===== src/rtl/uer_pkg.sv =====
// ----------------------------------------------------------------------------
// Ultrasonic echo ranger package
// Shared types and constants for the echo ranger: register map, the settings
// bundle, the per-tick result beat and the fixed-point distance constants.
// ----------------------------------------------------------------------------
package uer_pkg;

   // Default counter width for the tick counters.
   localparam int COUNT_WIDTH_DEF = 16;

   // Field widths fixed by the interface.
   localparam int TRIG_WIDTH = 8;
   localparam int TMO_WIDTH  = 16;
   localparam int DIST_WIDTH = 15;
   localparam int CSR_IDX_WIDTH  = 2;
   localparam int CSR_DATA_WIDTH = 16;

   // Register indexes.
   typedef enum logic [CSR_IDX_WIDTH-1:0] {
      CSR_TRIGGER_TICKS = 2'd0,
      CSR_RISE_TIMEOUT  = 2'd1,
      CSR_ECHO_TIMEOUT  = 2'd2
   } csr_idx_type;

   // Register reset values.
   localparam logic [TRIG_WIDTH-1:0] TRIGGER_TICKS_RST = 8'd21;
   localparam logic [TMO_WIDTH-1:0]  RISE_TIMEOUT_RST  = 16'd5000;
   localparam logic [TMO_WIDTH-1:0]  ECHO_TIMEOUT_RST  = 16'd40000;

   // Distance = floor(ticks * 8 / 29), saturated at the 15-bit maximum.
   // The division by 29 is a multiply by ceil(2^25 / 29) and a shift; it is
   // exact for every product term below 2^25 / 18, which covers all ticks
   // below the saturation point.
   localparam int DIST_EXT_WIDTH  = 32;
   localparam int DIST_X_WIDTH    = 20;
   localparam int DIST_M_WIDTH    = 21;
   localparam int DIST_P_WIDTH    = DIST_X_WIDTH + DIST_M_WIDTH;
   localparam int DIST_SHIFT      = 25;
   localparam logic [DIST_M_WIDTH-1:0]   DIST_RECIP     = 21'd1157050;
   localparam logic [DIST_EXT_WIDTH-1:0] DIST_SAT_TICKS = 32'd118784;
   localparam logic [DIST_WIDTH-1:0]     DIST_MAX       = 15'h7FFF;

   // Settings handed to the sequencer.
   typedef struct packed {
      logic [TRIG_WIDTH-1:0] trigger_ticks;
      logic [TMO_WIDTH-1:0]  rise_timeout;
      logic [TMO_WIDTH-1:0]  echo_timeout;
   } cfg_type;

   // One result beat.
   typedef struct packed {
      logic                  trigger_out;
      logic                  busy_res;
      logic                  done_res;
      logic                  timed_out;
      logic [DIST_WIDTH-1:0] distance_q4;
   } rsp_type;

   // Measurement phases, one-hot.
   typedef enum logic [3:0] {
      PH_IDLE = 4'b0001,
      PH_TRIG = 4'b0010,
      PH_RISE = 4'b0100,
      PH_HIGH = 4'b1000
   } phase_type;

endpackage


===== src/rtl/uer_dist.sv =====
// ----------------------------------------------------------------------------
// Echo width to distance converter
// Turns an echo width in ticks into centimetres, unsigned Q.4, truncated and
// saturated, using a reciprocal multiply in place of a divider.
// ----------------------------------------------------------------------------
module uer_dist
   import uer_pkg::*;
#(
   parameter int COUNT_WIDTH = COUNT_WIDTH_DEF
) (
   input  logic [COUNT_WIDTH-1:0] ticks,
   output logic [DIST_WIDTH-1:0]  distance_q4
);

   logic [DIST_EXT_WIDTH-1:0] ticks_ext;
   logic                      saturate;
   logic [DIST_X_WIDTH-1:0]   scaled;
   logic [DIST_P_WIDTH-1:0]   product;

   // Widen the count so that the saturation test works at any counter width.
   assign ticks_ext = DIST_EXT_WIDTH'(ticks);
   assign saturate  = (ticks_ext >= DIST_SAT_TICKS);

   // Below saturation the width fits 17 bits; times 8 gives 20 bits.
   assign scaled  = {ticks_ext[DIST_X_WIDTH-4:0], 3'b000};
   assign product = DIST_P_WIDTH'(scaled) * DIST_P_WIDTH'(DIST_RECIP);

   assign distance_q4 = saturate ? DIST_MAX
                                 : product[DIST_SHIFT+DIST_WIDTH-1:DIST_SHIFT];

endmodule


===== src/rtl/uer_seq.sv =====
// ----------------------------------------------------------------------------
// Measurement sequencer
// Holds the phase and the two tick counters and works out one result beat
// from the current state and one registered tick.
// ----------------------------------------------------------------------------
module uer_seq
   import uer_pkg::*;
#(
   parameter int COUNT_WIDTH = COUNT_WIDTH_DEF
) (
   input  logic    clock,
   input  logic    reset,
   input  logic    advance,
   input  logic    start_req,
   input  logic    echo_level,
   input  cfg_type cfg,
   output rsp_type rsp
);

   localparam int CMP_W = (COUNT_WIDTH > TMO_WIDTH) ? COUNT_WIDTH : TMO_WIDTH;
   localparam logic [COUNT_WIDTH-1:0] CNT_MAX = {COUNT_WIDTH{1'b1}};
   localparam logic [COUNT_WIDTH-1:0] CNT_ONE = COUNT_WIDTH'(1);

   phase_type              phase_ff, phase_in;
   logic [COUNT_WIDTH-1:0] wait_count_ff, wait_count_in;
   logic [COUNT_WIDTH-1:0] echo_width_ff, echo_width_in;
   logic [COUNT_WIDTH-1:0] trig_count;
   logic [CMP_W-1:0]       trig_ext, rise_ext, echo_ext;
   logic [DIST_WIDTH-1:0]  distance;
   logic                   trig, done, tmo, use_dist;

   assign trig_ext = CMP_W'(cfg.trigger_ticks);
   assign rise_ext = CMP_W'(cfg.rise_timeout);
   assign echo_ext = CMP_W'(cfg.echo_timeout);

   // Trigger counter step, held at its maximum.
   assign trig_count = (wait_count_ff != CNT_MAX) ? wait_count_ff + CNT_ONE
                                                  : wait_count_ff;

   uer_dist #(
      .COUNT_WIDTH (COUNT_WIDTH)
   ) u_dist (
      .ticks       (echo_width_ff),
      .distance_q4 (distance)
   );

   // Next state and result for the tick in hand.
   always_comb begin
      phase_in      = phase_ff;
      wait_count_in = wait_count_ff;
      echo_width_in = echo_width_ff;
      trig          = 1'b0;
      done          = 1'b0;
      tmo           = 1'b0;
      use_dist      = 1'b0;
      case (phase_ff)
         PH_IDLE: begin
            if (start_req) begin
               trig = 1'b1;
               if (trig_ext <= CMP_W'(1)) begin
                  phase_in      = PH_RISE;
                  wait_count_in = '0;
               end else begin
                  phase_in      = PH_TRIG;
                  wait_count_in = CNT_ONE;
               end
            end
         end
         PH_TRIG: begin
            trig = 1'b1;
            if (CMP_W'(trig_count) >= trig_ext || trig_count == CNT_MAX) begin
               phase_in      = PH_RISE;
               wait_count_in = '0;
            end else begin
               wait_count_in = trig_count;
            end
         end
         PH_RISE: begin
            if (echo_level) begin
               phase_in      = PH_HIGH;
               echo_width_in = CNT_ONE;
               wait_count_in = '0;
            end else if (CMP_W'(wait_count_ff) >= rise_ext ||
                         wait_count_ff == CNT_MAX) begin
               done          = 1'b1;
               tmo           = 1'b1;
               phase_in      = PH_IDLE;
               wait_count_in = '0;
            end else begin
               wait_count_in = wait_count_ff + CNT_ONE;
            end
         end
         PH_HIGH: begin
            if (echo_level) begin
               if (CMP_W'(echo_width_ff) >= echo_ext ||
                   echo_width_ff == CNT_MAX) begin
                  done     = 1'b1;
                  tmo      = 1'b1;
                  phase_in = PH_IDLE;
               end else begin
                  echo_width_in = echo_width_ff + CNT_ONE;
               end
            end else begin
               done     = 1'b1;
               use_dist = 1'b1;
               phase_in = PH_IDLE;
            end
         end
         default: begin
            phase_in      = PH_IDLE;
            wait_count_in = '0;
         end
      endcase
   end

   assign rsp.trigger_out = trig;
   assign rsp.busy_res    = (phase_in != PH_IDLE);
   assign rsp.done_res    = done;
   assign rsp.timed_out   = tmo;
   assign rsp.distance_q4 = use_dist ? distance : '0;

   // State moves only when a tick passes into the result register.
   always_ff @(posedge clock) begin
      if (reset) begin
         phase_ff      <= PH_IDLE;
         wait_count_ff <= '0;
         echo_width_ff <= '0;
      end else if (advance) begin
         phase_ff      <= phase_in;
         wait_count_ff <= wait_count_in;
         echo_width_ff <= echo_width_in;
      end
   end

endmodule


===== src/rtl/ultrasonic_echo_ranger.sv =====
// ----------------------------------------------------------------------------
// Ultrasonic echo ranger
// Time-of-flight ranging from one echo pulse: trigger pulse, bounded wait for
// the echo rise, bounded echo width count and conversion to centimetres.
//
//   Channel  Direction  Handshake        Beat
//   req_     in         valid / ready    one tick: start request, echo level
//   rsp_     out        valid / ready    one result per tick
//   csr_     in         write enable     register index and write data
//
// One tick is taken per cycle while the result side is not stalled; a result
// leaves after its tick is taken, through an input register and a result register.
// The sequencer state advances only as a tick moves into the result register.
// A stalled result register holds its beat while the input register still
// takes one more tick; further ticks wait on req_ready.
// Reset restores the register defaults and puts the sequencer in idle.
// ----------------------------------------------------------------------------
module ultrasonic_echo_ranger
   import uer_pkg::*;
#(
   parameter int COUNT_WIDTH = COUNT_WIDTH_DEF
) (
   input  logic                      clock,
   input  logic                      reset,
   // Tick input
   input  logic                      req_valid,
   output logic                      req_ready,
   input  logic                      req_start_req,
   input  logic                      req_echo_level,
   // Result output
   output logic                      rsp_valid,
   input  logic                      rsp_ready,
   output logic                      rsp_trigger_out,
   output logic                      rsp_busy_res,
   output logic                      rsp_done_res,
   output logic                      rsp_timed_out,
   output logic [DIST_WIDTH-1:0]     rsp_distance_q4,
   // Register writes
   input  logic                      csr_we,
   input  logic [CSR_IDX_WIDTH-1:0]  csr_index,
   input  logic [CSR_DATA_WIDTH-1:0] csr_wdata
);

   cfg_type cfg_ff;
   logic    in_valid_ff, in_valid_in;
   logic    in_start_ff, in_echo_ff;
   logic    out_valid_ff, out_valid_in;
   rsp_type out_ff;
   rsp_type seq_rsp;
   logic    req_fire, out_free, advance;

   // Register writes.
   always_ff @(posedge clock) begin
      if (reset) begin
         cfg_ff.trigger_ticks <= TRIGGER_TICKS_RST;
         cfg_ff.rise_timeout  <= RISE_TIMEOUT_RST;
         cfg_ff.echo_timeout  <= ECHO_TIMEOUT_RST;
      end else if (csr_we) begin
         case (csr_index)
            CSR_TRIGGER_TICKS: cfg_ff.trigger_ticks <= csr_wdata[TRIG_WIDTH-1:0];
            CSR_RISE_TIMEOUT:  cfg_ff.rise_timeout  <= csr_wdata;
            CSR_ECHO_TIMEOUT:  cfg_ff.echo_timeout  <= csr_wdata;
            default: begin
            end
         endcase
      end
   end

   // Handshake: the input register moves on whenever the result register is
   // free or being emptied this cycle.
   assign out_free     = !out_valid_ff || rsp_ready;
   assign advance      = in_valid_ff && out_free;
   assign req_ready    = !in_valid_ff || out_free;
   assign req_fire     = req_valid && req_ready;
   assign in_valid_in  = req_fire || (in_valid_ff && !advance);
   assign out_valid_in = advance || (out_valid_ff && !rsp_ready);

   always_ff @(posedge clock) begin
      if (reset) begin
         in_valid_ff  <= 1'b0;
         out_valid_ff <= 1'b0;
      end else begin
         in_valid_ff  <= in_valid_in;
         out_valid_ff <= out_valid_in;
      end
   end

   // Input register payload.
   always_ff @(posedge clock) begin
      if (req_fire) begin
         in_start_ff <= req_start_req;
         in_echo_ff  <= req_echo_level;
      end
   end

   uer_seq #(
      .COUNT_WIDTH (COUNT_WIDTH)
   ) u_seq (
      .clock      (clock),
      .reset      (reset),
      .advance    (advance),
      .start_req  (in_start_ff),
      .echo_level (in_echo_ff),
      .cfg        (cfg_ff),
      .rsp        (seq_rsp)
   );

   // Result register payload.
   always_ff @(posedge clock) begin
      if (advance) begin
         out_ff <= seq_rsp;
      end
   end

   assign rsp_valid       = out_valid_ff;
   assign rsp_trigger_out = out_ff.trigger_out;
   assign rsp_busy_res    = out_ff.busy_res;
   assign rsp_done_res    = out_ff.done_res;
   assign rsp_timed_out   = out_ff.timed_out;
   assign rsp_distance_q4 = out_ff.distance_q4;

endmodule


===== config.mk =====
export PLATFORM = sky130hd
export DESIGN_NAME = ultrasonic_echo_ranger
export DESIGN_NICKNAME = d
export VERILOG_FILES = /design/src/rtl/uer_pkg.sv /design/src/rtl/uer_dist.sv /design/src/rtl/uer_seq.sv /design/src/rtl/ultrasonic_echo_ranger.sv
export SDC_FILE = /design/constraint.sdc
export NUM_CORES = 1
export LEC_CHECK = 0
export ABC_AREA = 1
export BUFFER_PORTS_ARGS = -buffer_cell sky130_fd_sc_hd__buf_2
export CORE_MARGIN = 2
export CORE_UTILIZATION = 40
export DETAILED_ROUTE_END_ITERATION = 8
export GPL_TIMING_DRIVEN = 0
export PLACE_DENSITY_LB_ADDON = 0.05
export SLEW_MARGIN = 20
export SYNTH_ARGS = -nofsm -noshare
export SYNTH_HDL_FRONTEND = slang
export SYNTH_SLANG_ARGS = --single-unit

===== constraint.sdc =====
create_clock -name clock -period 12.14 [get_ports clock]
set_input_delay 0.607 -clock clock [delete_from_list [all_inputs] [get_ports clock]]
set_output_delay 0.607 -clock clock [all_outputs]
set_load 0.02 [all_outputs]

==> impl_results.md <==
* Die width at 174.0 um
* Floorplan core area at 28550 sq um
* Detailed route wirelength on metal3 at 819 um
* Count of standard-cell rows at 62
* Top metal layer carrying routed signals: met4
* Iteration-0 DRC count of the detailed router at 515
* TritonRoute pass-1 iters at 5
* Number of routed nets with antenna violations at 0
* Number of design rule violations left after detail routing at 0
* Clock latency of the later-clocked register in the worst-skew pair at 360 ps
* Deepest level of the CTS H-tree at 3
* CTS buffer count at 9
* Minimum setup slack among reg-to-reg paths at 6010 ps
* TritonCTS clock tree: yes
* Cell accounting for the most synthesized area: sky130_fd_sc_hd__ha_1
* Transition at the pin with the smallest max-transition slack at 893.5 ps
* Maximum resistive drop on vdd at 0.06217 mV
* Average wire per cell in the routed design at 16.43 um
* Hold Path Stages at 1
* Wire length of the first global-routing pass at 51090 um
* Max Clock Freq at 0.1632 GHz
* Hold Buf Count CTS at 0
* Port bufs at 45
* Number of setup violations in the final report at 0
* Cell with the biggest individual delay on the critical path: sky130_fd_sc_hd__dfxtp_1
* Via density at 4.908
* Warnings from Yosys at 0
* HP Class: input pin to register
* Clock Tree Buf Depth at 2
* Cell-internal power at 0.5341 mW
* Slew Limit Headroom at 40.37%
* RR Startpoint: u_seq.echo_width_ff[5]
* I/O pin count at 46
* Hold Path Origin: req_echo_level
* Largest driver fanout on the critical path at 10
* Number of filler cells placed in the layout at 2997
* Footprint of the multi-input gates at 8000 sq um
* Synth async-reset ratio at 0%
* Crit end category: register
* Unrepaired setup endpoints after global routing: false
* Area share of the largest cell type after synthesis at 19.59%
* Netlist area before placement at 11560 sq um
* Final period utilization at 50.48%
* Crit Reg-Reg Endpoint: rsp_distance_q4[3]
* Antenna violations before repair at 0
* Die span in y at 174.0 um
* Initial cell density of the core at 40.49%
* Power share of the clock group at 41.8%
* Area taken by flip-flops and latches at 2192 sq um
* Fin. max-slew vios at 0
* Power density relative to cell area at 57.31 nW/um^2
* Type of the worst setup path: register to register
* Sequential share of power at 48.9%
* Setup fix buffers added after clock tree synthesis at 0
* Required time at the worst-slack endpoint at 12330 ps
* GRT overflow at 0
* Routed wire length at 31250 um
* Family with the most delay on the worst path: adder cells
* Area Growth Syn to Fin at 8.681%
* Area of the die at 30270 sq um
* Crit path buf inv count at 4
* Number of hold violations in the final report at 0
* Proportion of layout cells with a drive suffix above 1 at 6.192%
* Area contributors post-synth: sky130_fd_sc_hd__ha_1 (20%), sky130_fd_sc_hd__fa_1 (19%), sky130_fd_sc_hd__dfxtp_1 (14%)
* Syn Area/Cell at 7.928 sq um
* Switching part of the total at 25.81%
* CTS Root Cell: sky130_fd_sc_hd__clkbuf_16
* Routed wire length on met2 at 15270 um
* CP cell instances: inv_1, fa_1, fa_1, inv_1, fa_1, fa_1, fa_1, inv_1, fa_1, inv_1, ha_1, a21oi_1, nor2_1, nor2_1, a21boi_0, o21ai_0, a21oi_1, o21ai_0, a21oi_1
* Global placement routability congestion at 0.8633
* CP peak stage delay at 770 ps
* Flops & latches, synth at 99
* Sequential-to-total area share from yosys stat at 18.97%
* Final core area utilization at 44.00%
* Primary flip-flop cell chosen by synthesis mapping: sky130_fd_sc_hd__dfxtp_1
* Post-synth EDFFs at 21
* Switching component of the power at 0.1858 mW
* Maximum number of pins on one net before global-route repair at 23
* Cell depth of the worst flop-to-flop path at 19
* Worst hold endpoint: in_echo_ff
* Arrival time at the worst endpoint at 6320 ps
* Net count of the mapped netlist at 1775
* Vias in the first global route at 9633
* Min Clock Period, post-route at 6129 ps
* Final #Nets at 1831
* P_leak at 6.568 nW
* WHS at 434.7 ps
* Metal1 wirelength at 14050 um
* Max-cap viol count at 0
* Startpoint class of the critical path: register
* Distinct cell type count after synthesis at 47
* Setup clock skew after layout at 22.69 ps
* Number of gates resized after cts at 0
* Part of the total power dissipated in combinational logic at 9.3%
* Post-route setup TNS at 0 ps
* All-Layer GR Usage at 21.67%
* Most Frequent Cell on Critical Path: sky130_fd_sc_hd__fa_1
* Post-CTS clock slew at the launch and capture registers of the worst setup and hold paths at 70 ps
* Number of clock sinks at 99
* Number of vias in the routed layout at 9335
* Number of diodes at 0
* Synthesized instance count at 1458
* HPWL Detailed at 26950 um
* Run status: finished clean
==> registers in the layout, indices dropped and copies added (netlist names) <==
name and flops:
cfg_ff 40, u_seq.echo_width_ff 16, u_seq.wait_count_ff 16, rsp_distance_q4 15, u_seq.phase_ff 4, in_echo_ff 1
in_start_ff 1, in_valid_ff 1, rsp_busy_res 1, rsp_done_res 1, rsp_timed_out 1, rsp_trigger_out 1
rsp_valid 1
==> final cells by class <==
class / count / share of cell area, %
Sequential cell: 99 / 17.45
Buffer: 23 / 0.8964
Timing Repair Buffer: 45 / 1.793
Multi-Input combinational cell: 1002 / 63.69
Inverter: 334 / 9.980
Clock buffer: 10 / 1.902
Tap cell: 384 / 3.825
Clock inverter: 5 / 0.4681
==> cells by family (layout without fill, tap and decap cells) <==
group | count (synthesis) | in the layout | synth area share [%]
DFF | 99 | 99 | 18.97
xor gates and xnor gates | 19 | 19 | 1.440
adders and majority gates | 292 | 292 | 38.82
and+or+nand+nor | 456 | 456 | 17.56
AOI/OAI and AO/OA | 234 | 234 | 11.30
muxes | 1 | 1 | 0.09742
buffers and inverters | 357 | 417 | 11.82
==> power groups by stage <==
| stage | sequential (mW) | clock, mW | combinational, mW |
|---|---|---|---|
| 2_1_floorplan | 0.364 | 0 | 0.0379 |
| 3_3_place_gp | 0.360 | 0 | 0.0659 |
| 3_5_place_dp | 0.360 | 0 | 0.0669 |
| 4_1_cts | 0.352 | 0.308 | 0.0672 |
| 5_1_grt | 0.354 | 0.319 | 0.0758 |
| 6_report | 0.352 | 0.301 | 0.0667 |
==> worst max path at each step <==
| stage | from | to | slack, ps | cells past startpoint |
|---|---|---|---|---|
| finish | u_seq.echo_width_ff[5] | rsp_distance_q4[3] | 6010 | 19 |
| detailed placement | u_seq.echo_width_ff[5] | rsp_distance_q4[12] | 6000 | 21 |
| global placement | u_seq.echo_width_ff[5] | rsp_distance_q4[12] | 6030 | 21 |
| CTS | u_seq.echo_width_ff[5] | rsp_distance_q4[12] | 5960 | 21 |
| global route | u_seq.echo_width_ff[5] | rsp_distance_q4[12] | 5690 | 21 |
| floorplan | u_seq.echo_width_ff[14] | rsp_distance_q4[7] | 6860 | 18 |
==> Yosys cell counts, types with 3 or more instances <==
library cell               count
sky130_fd_sc_hd__nor2_2        5
sky130_fd_sc_hd__o21ai_0      64
sky130_fd_sc_hd__inv_1       332
sky130_fd_sc_hd__nor3_1       13
sky130_fd_sc_hd__or2_2         4
sky130_fd_sc_hd__edfxtp_1     21
sky130_fd_sc_hd__nor2_4        4
sky130_fd_sc_hd__o211ai_1     14
sky130_fd_sc_hd__nand2_1     223
sky130_fd_sc_hd__nand4_1      23
sky130_fd_sc_hd__xnor2_1       3
sky130_fd_sc_hd__a21o_1       10
sky130_fd_sc_hd__a31oi_1       3
sky130_fd_sc_hd__xor2_1       16
sky130_fd_sc_hd__nor3_4        3
sky130_fd_sc_hd__buf_2         3
sky130_fd_sc_hd__a21oi_1     118
sky130_fd_sc_hd__dfxtp_1      78
sky130_fd_sc_hd__nor4_1        6
sky130_fd_sc_hd__nor2_1       97
sky130_fd_sc_hd__o21bai_1      7
sky130_fd_sc_hd__ha_1        181
sky130_fd_sc_hd__fa_1        111
sky130_fd_sc_hd__clkbuf_1     16
sky130_fd_sc_hd__nand3_1      69
sky130_fd_sc_hd__a21boi_0      4
==> per-stage QoR <==
stage | cells | setup slack [ps] | total power [mW] | area [sq um]
CTS | 1902 | 5963 | 0.7277 | 12560
floorplan | 1458 | 6864 | 0.4016 | 11560
detailed placement | 1887 | 6004 | 0.4267 | 12260
global placement | 1887 | 6026 | 0.4258 | 12260
global route | 1902 | 5686 | 0.7488 | 12560
finish | 1902 | 6011 | 0.7200 | 12560
==> layer usage <==
metal  global-route usage (%)  vias to the layer above
li1                         -                     4790
met1                    27.22                     4353
met2                    38.13                      145
met4                    8.263                        0
met5                        0                        -
met3                    2.515                       47
==> cell usage in the layout, fill, tap and decap left out, types with 5 or more instances in the layout <==
cell type and n:
sky130_fd_sc_hd__clkbuf_1 16, sky130_fd_sc_hd__dfxtp_1 78, sky130_fd_sc_hd__nand3_1 69, sky130_fd_sc_hd__nor4_1 6, sky130_fd_sc_hd__nor2_1 97, sky130_fd_sc_hd__o21bai_1 7
sky130_fd_sc_hd__inv_1 332, sky130_fd_sc_hd__xor2_1 16, sky130_fd_sc_hd__a21oi_1 118, sky130_fd_sc_hd__clkbuf_16 9, sky130_fd_sc_hd__ha_1 181, sky130_fd_sc_hd__o211ai_1 14
sky130_fd_sc_hd__nand2_1 223, sky130_fd_sc_hd__a21o_1 10, sky130_fd_sc_hd__o21ai_0 64, sky130_fd_sc_hd__nor2_2 5, sky130_fd_sc_hd__edfxtp_1 21, sky130_fd_sc_hd__nor3_1 13
sky130_fd_sc_hd__nand4_1 23, sky130_fd_sc_hd__fa_1 111, sky130_fd_sc_hd__buf_2 48
Note: power is estimated with default switching activity, not from simulation.
